--- src/rtl/core/assert_macros.svh ---
// ---------------------------------------------------------------------------
// Assertion macros
// Shared concurrent assertion wrappers, clocked on aclk, off during reset.
// ---------------------------------------------------------------------------
`ifndef ASSERT_MACROS_SVH
`define ASSERT_MACROS_SVH

// Plain property that must hold at every clock edge out of reset
`define ASSERT_ALWAYS(label, prop, msg) \
    label: assert property (@(posedge aclk) disable iff (!aresetn) (prop)) \
        else $error(msg);

// Same-cycle implication
`define ASSERT_IMPLY(label, ante, cons, msg) \
    label: assert property (@(posedge aclk) disable iff (!aresetn) \
        (ante) |-> (cons)) else $error(msg);

// Next-cycle implication
`define ASSERT_NEXT(label, ante, cons, msg) \
    label: assert property (@(posedge aclk) disable iff (!aresetn) \
        (ante) |=> (cons)) else $error(msg);

`endif

--- src/rtl/core/lifo_sem_pkg.sv ---
// ---------------------------------------------------------------------------
// lifo_sem_pkg
// Constants, codes and controller/datapath interface types of the
// LIFO-wakeup counting semaphore.
// ---------------------------------------------------------------------------
package lifo_sem_pkg;

    // Sizes
    localparam int MAX_WAITERS = 16;
    localparam int MAX_RESULTS = 16;
    localparam int NUM_IDS     = 16;
    localparam int ID_W        = 4;
    localparam int ACT_W       = 2;
    localparam int CNT_W       = 16;
    localparam int OC_W        = 3;
    localparam int PEND_W      = 32;
    localparam int FILL_W      = $clog2(MAX_WAITERS + 1);
    localparam int IDX_W       = $clog2(MAX_WAITERS);
    localparam int S_TDATA_W   = 24;
    localparam int M_TDATA_W   = 40;

    // Action codes
    localparam logic [ACT_W-1:0] ACT_WAIT    = 2'd0;
    localparam logic [ACT_W-1:0] ACT_RELEASE = 2'd1;
    localparam logic [ACT_W-1:0] ACT_TIMEOUT = 2'd2;

    // Outcome codes
    localparam logic [OC_W-1:0] OC_GRANTED     = 3'd0;
    localparam logic [OC_W-1:0] OC_QUEUED      = 3'd1;
    localparam logic [OC_W-1:0] OC_WOKEN       = 3'd2;
    localparam logic [OC_W-1:0] OC_TIMED_OUT   = 3'd3;
    localparam logic [OC_W-1:0] OC_NOT_WAITING = 3'd4;
    localparam logic [OC_W-1:0] OC_REJECTED    = 3'd5;
    localparam logic [OC_W-1:0] OC_ABSORBED    = 3'd6;

    // Controller to datapath commands
    typedef struct packed {
        logic capture;   // latch the input transaction
        logic prep;      // work out the wake count of a release
        logic exec;      // apply the operation, load the first result
        logic pop;       // pop the next waiter of a release
    } dp_cmd_t;

    // Datapath to controller status
    typedef struct packed {
        logic more;      // wakes still to deliver after the current result
    } dp_status_t;

endpackage

--- src/rtl/core/lifo_semaphore_waiter_stack.sv ---
// Counting semaphore with newest-first wakeup. One transaction is taken at a
// time: accept, size a release, apply the operation, then the result stands
// in the output register until taken. A wait, timeout or absorbed release
// gives a single result; a release that wakes N waiters gives N wake results,
// one per cycle while m_tready is high, set by the single pop port on the
// waiter stack. s_tready is low from acceptance until the last result of that
// transaction is taken. Every wake result of a release carries the final
// pending count.
// ---------------------------------------------------------------------------
// lifo_semaphore_waiter_stack
// Top level: stream ports, controller and datapath, assertions.
// ---------------------------------------------------------------------------
`include "assert_macros.svh"

module lifo_semaphore_waiter_stack (
    input  logic                                    aclk,
    input  logic                                    aresetn,
    input  logic                                    s_tvalid,
    output logic                                    s_tready,
    // [3:0] waiter_id, [19:4] release_count, [23:20] zero
    input  logic [lifo_sem_pkg::S_TDATA_W-1:0]      s_tdata,
    // [1:0] action
    input  logic [lifo_sem_pkg::ACT_W-1:0]          s_tuser,
    output logic                                    m_tvalid,
    input  logic                                    m_tready,
    // [3:0] result_waiter, [35:4] pending_now, [39:36] zero
    output logic [lifo_sem_pkg::M_TDATA_W-1:0]      m_tdata,
    // [2:0] outcome
    output logic [lifo_sem_pkg::OC_W-1:0]           m_tuser,
    output logic                                    m_tlast
);

    lifo_sem_pkg::dp_cmd_t         cmd;
    lifo_sem_pkg::dp_status_t      status;
    logic [lifo_sem_pkg::ID_W-1:0]   out_waiter;
    logic [lifo_sem_pkg::PEND_W-1:0] out_pending;

    lifo_sem_ctrl u_ctrl (
        .aclk     (aclk),
        .aresetn  (aresetn),
        .s_tvalid (s_tvalid),
        .s_tready (s_tready),
        .m_tvalid (m_tvalid),
        .m_tready (m_tready),
        .cmd      (cmd),
        .status   (status)
    );

    lifo_sem_dp u_dp (
        .aclk             (aclk),
        .aresetn          (aresetn),
        .cmd              (cmd),
        .status           (status),
        .in_action        (s_tuser),
        .in_waiter_id     (s_tdata[3:0]),
        .in_release_count (s_tdata[19:4]),
        .out_outcome      (m_tuser),
        .out_waiter       (out_waiter),
        .out_pending      (out_pending),
        .out_last         (m_tlast)
    );

    // Pack result fields
    assign m_tdata = {4'b0, out_pending, out_waiter};

    // Assertions
    `ASSERT_ALWAYS(a_one_at_a_time, !(s_tready && m_tvalid), "input open while result pending")
    `ASSERT_NEXT(a_accept_closes, s_tvalid && s_tready, !s_tready, "input stays open after accept")
    `ASSERT_IMPLY(a_last_matches, m_tvalid, m_tlast == !status.more, "tlast disagrees with wakes left")
    `ASSERT_NEXT(a_more_follows, m_tvalid && m_tready && !m_tlast, m_tvalid && m_tuser == lifo_sem_pkg::OC_WOKEN, "wake result missing")

endmodule

--- src/rtl/core/lifo_sem_ctrl.sv ---
// ---------------------------------------------------------------------------
// lifo_sem_ctrl
// Sequencer: accept one transaction, prepare, execute, then hand out its
// results one per output transaction.
// ---------------------------------------------------------------------------
module lifo_sem_ctrl (
    input  logic                    aclk,
    input  logic                    aresetn,
    input  logic                    s_tvalid,
    output logic                    s_tready,
    output logic                    m_tvalid,
    input  logic                    m_tready,
    output lifo_sem_pkg::dp_cmd_t   cmd,
    input  lifo_sem_pkg::dp_status_t status
);

    localparam logic [1:0] ST_IDLE = 2'd0;
    localparam logic [1:0] ST_PREP = 2'd1;
    localparam logic [1:0] ST_EXEC = 2'd2;
    localparam logic [1:0] ST_SEND = 2'd3;

    logic [1:0] state_reg;
    logic [1:0] state_next;

    // Next state and commands
    always_comb begin
        state_next  = state_reg;
        cmd         = '0;
        s_tready    = 1'b0;
        m_tvalid    = 1'b0;
        unique case (state_reg)
            ST_IDLE: begin
                s_tready = 1'b1;
                if (s_tvalid) begin
                    cmd.capture = 1'b1;
                    state_next  = ST_PREP;
                end
            end
            ST_PREP: begin
                cmd.prep   = 1'b1;
                state_next = ST_EXEC;
            end
            ST_EXEC: begin
                cmd.exec   = 1'b1;
                state_next = ST_SEND;
            end
            ST_SEND: begin
                m_tvalid = 1'b1;
                if (m_tready) begin
                    if (status.more) begin
                        cmd.pop = 1'b1;
                    end else begin
                        state_next = ST_IDLE;
                    end
                end
            end
            default: begin
                state_next = ST_IDLE;
            end
        endcase
    end

    // State register
    always_ff @(posedge aclk) begin
        if (!aresetn) begin
            state_reg <= ST_IDLE;
        end else begin
            state_reg <= state_next;
        end
    end

endmodule

--- src/rtl/core/lifo_sem_dp.sv ---
// ---------------------------------------------------------------------------
// lifo_sem_dp
// Datapath: waiter stack, waiting flags, fill and pending counters, and the
// result register.
// ---------------------------------------------------------------------------
module lifo_sem_dp (
    input  logic                                aclk,
    input  logic                                aresetn,
    input  lifo_sem_pkg::dp_cmd_t               cmd,
    output lifo_sem_pkg::dp_status_t            status,
    input  logic [lifo_sem_pkg::ACT_W-1:0]      in_action,
    input  logic [lifo_sem_pkg::ID_W-1:0]       in_waiter_id,
    input  logic [lifo_sem_pkg::CNT_W-1:0]      in_release_count,
    output logic [lifo_sem_pkg::OC_W-1:0]       out_outcome,
    output logic [lifo_sem_pkg::ID_W-1:0]       out_waiter,
    output logic [lifo_sem_pkg::PEND_W-1:0]     out_pending,
    output logic                                out_last
);

    localparam int MW = lifo_sem_pkg::MAX_WAITERS;
    localparam int FW = lifo_sem_pkg::FILL_W;
    localparam int IW = lifo_sem_pkg::IDX_W;
    localparam int CW = lifo_sem_pkg::CNT_W;
    localparam int PW = lifo_sem_pkg::PEND_W;

    // Captured transaction
    logic [lifo_sem_pkg::ACT_W-1:0] action_reg;
    logic [lifo_sem_pkg::ID_W-1:0]  id_reg;
    logic [CW-1:0]                  count_reg;

    // Semaphore state
    logic [lifo_sem_pkg::ID_W-1:0]    stack_mem [MW];
    logic [FW-1:0]                    fill_reg, fill_next;
    logic [lifo_sem_pkg::NUM_IDS-1:0] waiting_reg, waiting_next;
    logic [PW-1:0]                    pending_reg, pending_next;

    // Release bookkeeping
    logic [FW-1:0] wakes_reg, wakes_next;
    logic [FW-1:0] remain_reg, remain_next;

    // Result register
    logic [lifo_sem_pkg::OC_W-1:0] oc_reg, oc_next;
    logic [lifo_sem_pkg::ID_W-1:0] who_reg, who_next;
    logic [PW-1:0]                 pend_out_reg;
    logic                          last_reg;
    logic                          load_out;

    // Helpers
    logic [CW-1:0]                 lim;
    logic [CW-1:0]                 wakes16;
    logic [CW-1:0]                 leftover;
    logic [PW:0]                   pend_sum;
    logic [IW-1:0]                 top_idx;
    logic [IW-1:0]                 push_idx;
    logic [lifo_sem_pkg::ID_W-1:0] top_id;
    logic [MW-1:0]                 match;
    logic [MW-1:0]                 at_or_above;
    logic                          found;
    logic                          do_push;
    logic                          do_shift;
    logic                          do_pop;

    assign top_idx  = IW'(fill_reg - FW'(1));
    assign push_idx = fill_reg[IW-1:0];
    assign top_id   = stack_mem[top_idx];

    // Wake count of a release: min(count, fill, MAX_RESULTS)
    always_comb begin
        if (CW'(fill_reg) < CW'(lifo_sem_pkg::MAX_RESULTS)) begin
            lim = CW'(fill_reg);
        end else begin
            lim = CW'(lifo_sem_pkg::MAX_RESULTS);
        end
        wakes16    = (count_reg < lim) ? count_reg : lim;
        wakes_next = FW'(wakes16);
    end

    // Timeout search: ids on the stack are unique, so at most one match
    always_comb begin
        for (int j = 0; j < MW; j++) begin
            match[j] = (FW'(j) < fill_reg) && (stack_mem[j] == id_reg);
        end
        found       = |match;
        at_or_above = ~(match - MW'(1));
    end

    // Saturating add of the leftover count
    assign leftover = count_reg - CW'(wakes_reg);
    assign pend_sum = {1'b0, pending_reg} + (PW + 1)'(leftover);

    // Operation decode
    always_comb begin
        fill_next    = fill_reg;
        waiting_next = waiting_reg;
        pending_next = pending_reg;
        remain_next  = remain_reg;
        oc_next      = oc_reg;
        who_next     = who_reg;
        do_push      = 1'b0;
        do_shift     = 1'b0;
        do_pop       = 1'b0;
        load_out     = 1'b0;
        if (cmd.exec) begin
            load_out = 1'b1;
            who_next = id_reg;
            unique case (action_reg)
                lifo_sem_pkg::ACT_WAIT: begin
                    if (pending_reg != '0) begin
                        pending_next = pending_reg - PW'(1);
                        oc_next      = lifo_sem_pkg::OC_GRANTED;
                    end else if (waiting_reg[id_reg] || fill_reg == FW'(MW)) begin
                        oc_next = lifo_sem_pkg::OC_REJECTED;
                    end else begin
                        do_push               = 1'b1;
                        fill_next             = fill_reg + FW'(1);
                        waiting_next[id_reg]  = 1'b1;
                        oc_next               = lifo_sem_pkg::OC_QUEUED;
                    end
                end
                lifo_sem_pkg::ACT_RELEASE: begin
                    if (fill_reg == wakes_reg) begin
                        pending_next = pend_sum[PW] ? '1 : pend_sum[PW-1:0];
                    end
                    if (wakes_reg == '0) begin
                        oc_next  = lifo_sem_pkg::OC_ABSORBED;
                        who_next = '0;
                    end else begin
                        do_pop      = 1'b1;
                        remain_next = wakes_reg - FW'(1);
                    end
                end
                lifo_sem_pkg::ACT_TIMEOUT: begin
                    if (found) begin
                        do_shift             = 1'b1;
                        fill_next            = fill_reg - FW'(1);
                        waiting_next[id_reg] = 1'b0;
                        oc_next              = lifo_sem_pkg::OC_TIMED_OUT;
                    end else begin
                        oc_next = lifo_sem_pkg::OC_NOT_WAITING;
                    end
                end
                default: begin
                    oc_next = lifo_sem_pkg::OC_REJECTED;
                end
            endcase
        end else if (cmd.pop) begin
            load_out    = 1'b1;
            do_pop      = 1'b1;
            remain_next = remain_reg - FW'(1);
        end
        // Pop the newest waiter
        if (do_pop) begin
            fill_next            = fill_reg - FW'(1);
            waiting_next[top_id] = 1'b0;
            oc_next              = lifo_sem_pkg::OC_WOKEN;
            who_next             = top_id;
        end
    end

    // Waiter stack: push at the fill point, close the gap on a timeout
    always_ff @(posedge aclk) begin
        for (int j = 0; j < MW - 1; j++) begin
            if (do_shift && at_or_above[j]) begin
                stack_mem[j] <= stack_mem[j + 1];
            end
        end
        if (do_push) begin
            stack_mem[push_idx] <= id_reg;
        end
    end

    // Control state
    always_ff @(posedge aclk) begin
        if (!aresetn) begin
            fill_reg    <= '0;
            waiting_reg <= '0;
            pending_reg <= '0;
            remain_reg  <= '0;
        end else begin
            fill_reg    <= fill_next;
            waiting_reg <= waiting_next;
            pending_reg <= pending_next;
            remain_reg  <= remain_next;
        end
    end

    // Payload registers
    always_ff @(posedge aclk) begin
        if (cmd.capture) begin
            action_reg <= in_action;
            id_reg     <= in_waiter_id;
            count_reg  <= in_release_count;
        end
        if (cmd.prep) begin
            wakes_reg <= wakes_next;
        end
        if (load_out) begin
            oc_reg       <= oc_next;
            who_reg      <= who_next;
            pend_out_reg <= pending_next;
            last_reg     <= (remain_next == '0);
        end
    end

    assign status.more = (remain_reg != '0);
    assign out_outcome = oc_reg;
    assign out_waiter  = who_reg;
    assign out_pending = pend_out_reg;
    assign out_last    = last_reg;

endmodule

--- config.mk ---
export PLATFORM = sky130hd
export DESIGN_NAME = lifo_semaphore_waiter_stack
export DESIGN_NICKNAME = d
export VERILOG_FILES = /design/src/rtl/core/lifo_sem_pkg.sv /design/src/rtl/core/lifo_semaphore_waiter_stack.sv /design/src/rtl/core/lifo_sem_ctrl.sv /design/src/rtl/core/lifo_sem_dp.sv
export VERILOG_INCLUDE_DIRS = /design/src /design/src/rtl/core
export SDC_FILE = /design/constraint.sdc
export NUM_CORES = 1
export LEC_CHECK = 0
export ABC_AREA = 1
export CAP_MARGIN = 20
export CELL_PAD_IN_SITES_DETAIL_PLACEMENT = 1
export CELL_PAD_IN_SITES_GLOBAL_PLACEMENT = 2
export CORE_ASPECT_RATIO = 1.25
export CORE_UTILIZATION = 41
export CTS_BUF_LIST = sky130_fd_sc_hd__clkbuf_4 sky130_fd_sc_hd__clkbuf_8
export CTS_CLUSTER_DIAMETER = 60
export DETAILED_ROUTE_END_ITERATION = 7
export DONT_BUFFER_PORTS = 1
export GPL_TIMING_DRIVEN = 0
export PLACE_DENSITY_LB_ADDON = 0.08
export SLEW_MARGIN = 25
export SYNTH_ARGS = -nofsm -noshare
export SYNTH_HDL_FRONTEND = slang
export SYNTH_HIERARCHICAL = 1
export SYNTH_SLANG_ARGS = --single-unit
export TNS_END_PERCENT = 30
--- constraint.sdc ---
create_clock -name aclk -period 9.3 [get_ports aclk]
set_clock_uncertainty 0.1 [all_clocks]
set_input_delay 1.86 -clock aclk [delete_from_list [all_inputs] [get_ports aclk]]
set_output_delay 1.86 -clock aclk [all_outputs]
set_load 0.05 [all_outputs]
==> impl_summary.md <==
Status
The flow ran to the end, and the final reports show no timing, DRC or antenna violations.

Synth
The xor-xnor portion of the synthesized cell area is 0.0503. Measured against the total synthesized area, the mux share comes to 0. The adder and majority cell fraction of the synthesized area is 0.0379. The share of synthesized area in the top cell type comes to 0.269. The share of the Yosys chip area taken by registers is 0.352. Ranked by total cell area, the synthesized netlist is headed by edfxtp_1 (27%), nand2_1 (18%), dfxtp_1 (8.2%), inv_1 (6.2%), nor2_1 (6.0%). The area fraction in and, or, nand and nor cells after synthesis is 0.346.

After synthesis, the most frequently instantiated cells are nand2_1 (698), inv_1 (243), nor2_1 (235), nand3_1 (164), edfxtp_1 (131). The cell accounting for the most synthesized area is edfxtp_1. The flip-flop cell with the highest count after synthesis is edfxtp_1.

The average footprint of a synthesized cell is 6.71 um^2. The synthesized netlist cell count is 2175. The most repeated cell in the gate-level netlist after synthesis is nand2_1.

The count of different cell masters after synthesis is 51. The compound-cell area share of the yosys netlist was 0.118. The number of register bits inferred by synthesis is 191.

After synthesis, the share of flip-flops with an asynchronous set or reset is 0. The netlist area before placement is 0.0146 mm^2. By area, the combinational part of the netlist is dominated by simple AND/OR/NAND/NOR gates. For this run, the number of Yosys warnings is 6.

The number of flops mapped to enable cells by yosys is 131.

Power
Summed over all cells, the static leakage comes to 7.12 nW. The worst IR drop on VDD is 0.000124 V. Summing internal, switching and leakage power gives 4.53 mW. Dividing total power by cell area gives a power density of 290 mW/mm^2.

Place
The number of buffers added on ports is 0. At the placement stage, the worst setup path has a slack of 4.29 ns. After legalization and detailed placement, the total HPWL measured 47000 um. The final weighted congestion in routability-driven placement is 0.971.

Timing
Setup repair after global routing left no endpoint under its margin. The time the worst path needs with I/O delays and setup is 5.03 ns. The number of failing setup endpoints in the final timing report is 0. Across all hold checks on the routed design, the worst slack comes to 0.395 ns. The actual transition at the worst max-transition pin is 0.976 ns.

For the final routed database, the setup TNS stands at 0 ns. The final number of max-transition violations is 0. In this run the tightest slew margin relative to its limit is 0.343. Timing would allow up to 199 MHz. The hold violation count in the final report is 0. Dividing the final minimum period by the clock period gives 0.541. Setup slack closes at 4.27 ns.

Floorplanning
The area of the die is 0.0364 mm^2. The starting utilization of the core area is 0.420. The die outline height is 213 um. The area of the core is 0.0348 mm^2. From left edge to right edge, the die measures 171 um. After floorplanning, the core was divided into 76 placement rows. The I/O pin total is 76.

GRT
The overflow left after global routing is 0. The all-layer global routing usage is 0.339. The number of antenna violations at the first check in global routing came to 0.

The first global-routing pass estimated 90500 um of wire. The pin count of the biggest net entering global routing is 50. The number of global-route vias before repair came to 15400.

Setup path
The most critical setup path has its endpoint at u_dp/out_pending[31]. STA classifies the critical path startpoint as a flip-flop. The setup slack of the most critical reg-to-reg path is 4.27 ns. The critical path endpoint category is a flip-flop. The arrival time of the worst setup path is 5.22 ns. The endpoint of the worst register-to-register path is u_dp/out_pending[31].

The number of cells on the worst reg-to-reg path is 25. For the worst setup path, the data required time is 9.50 ns. The critical path is of the flip-flop to flip-flop type.

Of all nets on the critical path, the largest fanout is 7. Tracing the worst setup path back leads to its startpoint at u_dp/count_reg[2]. The startpoint of the worst-slack reg-to-reg timing path is u_dp/count_reg[2].

Drt
The iteration count of the initial detailed-routing pass is 5. The final layout contains routed wiring with a total length of 59900 um. After detailed routing, the number of remaining DRC violations is 0. The final antenna-violating net count is 0. Dividing the detail-routed wire length by the instance count gives 22.4 um. For this block, the initial DRC count from the detailed router was 857. Detailed routing inserted a total of 14800 vias.

After detailed routing, the number of vias per cell comes to 5.54.

Layout
The flip-flop count of the largest register after layout is 64. Measured on the finished design, the core utilization comes to 0.449. 0 antenna diodes ended up in the layout. The fill cell total of the finished layout is 4663.

The area growth from synthesis to layout is 6.91%. The share of layout cells above drive strength 1 is 0.0588. The layout net count is 2270.

CTS
The CTS buffer count is 17. The CTS tree is done. In this run, post-CTS repair resized a total of 0 instances. The number of buffers inserted for hold repair after clock tree synthesis is 0.

Clock-pin slew was measured on the worst setup and hold paths at 0.11 ns. The H-tree depth is 4. The cell chosen for the clock root is clkbuf_8. Post-CTS timing repair inserted 0 buffers for setup. In this run the deepest clock path goes through 2 buffers. The clock sink count is 191. The clock reaches the later pin of the worst-skew pair after 0.53 ns.

Hold path
The path class of the tightest hold or removal check is flip-flop to flip-flop.

Run
The max-cap violation count is 0.
-- cells by family (layout without fill, tap and decap cells) --
kind of cell,count (synthesis),after routing
and+or+nand+nor,1189,1189
buffers and inverters,347,379
AOI/OAI and AO/OA,321,321
DFF,191,191
xor gates and xnor gates,83,83
adders and majority gates,43,43
other,1,4
-- critical path, stage by stage, from the launching register on --
cell and delay [ns]:
edfxtp_1 0.49, ha_1 0.40, a21oi_1 0.16, nand2_1 0.10, nand2_1 0.07, a21oi_1 0.09
nor3_1 0.29, nand2_1 0.17, nor3_1 0.26, nand2_1 0.10, o21ai_0 0.14, o21ai_0 0.17
ha_1 0.39, nand2_1 0.07, inv_1 0.09, nand2_1 0.10, nor3_1 0.29, nand3_1 0.14
nand3_1 0.41, nand3_1 0.23, nand2_1 0.11, nand2_1 0.04, o21ai_0 0.15, nand2_1 0.06
nand2_1 0.12, inv_1 0.05
-- cells in the final DEF, fill, tap and decap left out, types with 4 or more instances in the layout --
cell and n:
nand2_1 697, nor3_4 9, inv_2 19, clkinvlp_4 4, nor3_1 18, clkbuf_1 39
nand3b_1 6, inv_1 242, o22ai_1 4, clkinv_4 4, nand2_2 4, buf_4 14
o21ai_0 109, conb_1 4, nor2_1 235, clkbuf_8 17, buf_2 28, or2_2 4
dfxtp_1 60, edfxtp_1 131, a22oi_1 6, o211ai_1 10, ha_1 41, o31ai_1 7
xnor2_1 34, nor4_1 4, nand3_1 164, a21oi_1 121, o21ai_1 44, xor2_1 48
o21bai_1 9, a31oi_1 4, nor3_2 4, nand4_1 25
-- power by group --
part	switching, mW	internal, mW
Sequential	0.333	1.09
Clock	0.345	0.250
Combinational	1.84	0.676
Total	2.52	2.01
-- per-layer routing --
| metal | part of all wire | up-vias | global-route usage |
|---|---|---|---|
| li1 | - | 7081 | - |
| met1 | 0.39 | 7216 | 0.367 |
| met2 | 0.52 | 384 | 0.622 |
| met3 | 0.033 | 157 | 0.0352 |
| met4 | 0.067 | 0 | 0.227 |
| met5 | 0 | - | 0 |
-- metrics by stage --
step,cells,instance area (um^2)
detailed placement,2646,15200
global placement,2646,15200
global route,2678,15600
finish,2678,15600
floorplan,2178,14600
CTS,2678,15600
-- worst min path at each step --
| stage | slack [ns] | depth (start not counted) | startpoint | end |
|---|---|---|---|---|
| floorplan | 0.33 | 0 | u_dp/id_reg[0] | u_dp/stack_mem[15][0] |
| global placement | 0.36 | 2 | u_dp/waiting_reg[2] | u_dp/waiting_reg[2] |
| detailed placement | 0.37 | 0 | u_dp/id_reg[1] | u_dp/stack_mem[15][1] |
| CTS | 0.40 | 2 | u_dp/waiting_reg[8] | u_dp/waiting_reg[8] |
| global route | 0.43 | 0 | u_dp/id_reg[1] | u_dp/stack_mem[15][1] |
| finish | 0.39 | 2 | u_dp/waiting_reg[8] | u_dp/waiting_reg[8] |
-- final cells by class --
cell class | instances | area, um^2 | share of cell area
inverters | 263 | 987 | 0.0632
flip-flops and latches | 191 | 5130 | 0.329
multi-input cells | 1640 | 8090 | 0.518
well taps | 468 | 586 | 0.0375
clock inverters | 13 | 156 | 0.0100
clock buffers | 19 | 249 | 0.0159
plain buffers | 84 | 410 | 0.0263
(Power assumes the default switching activity.)
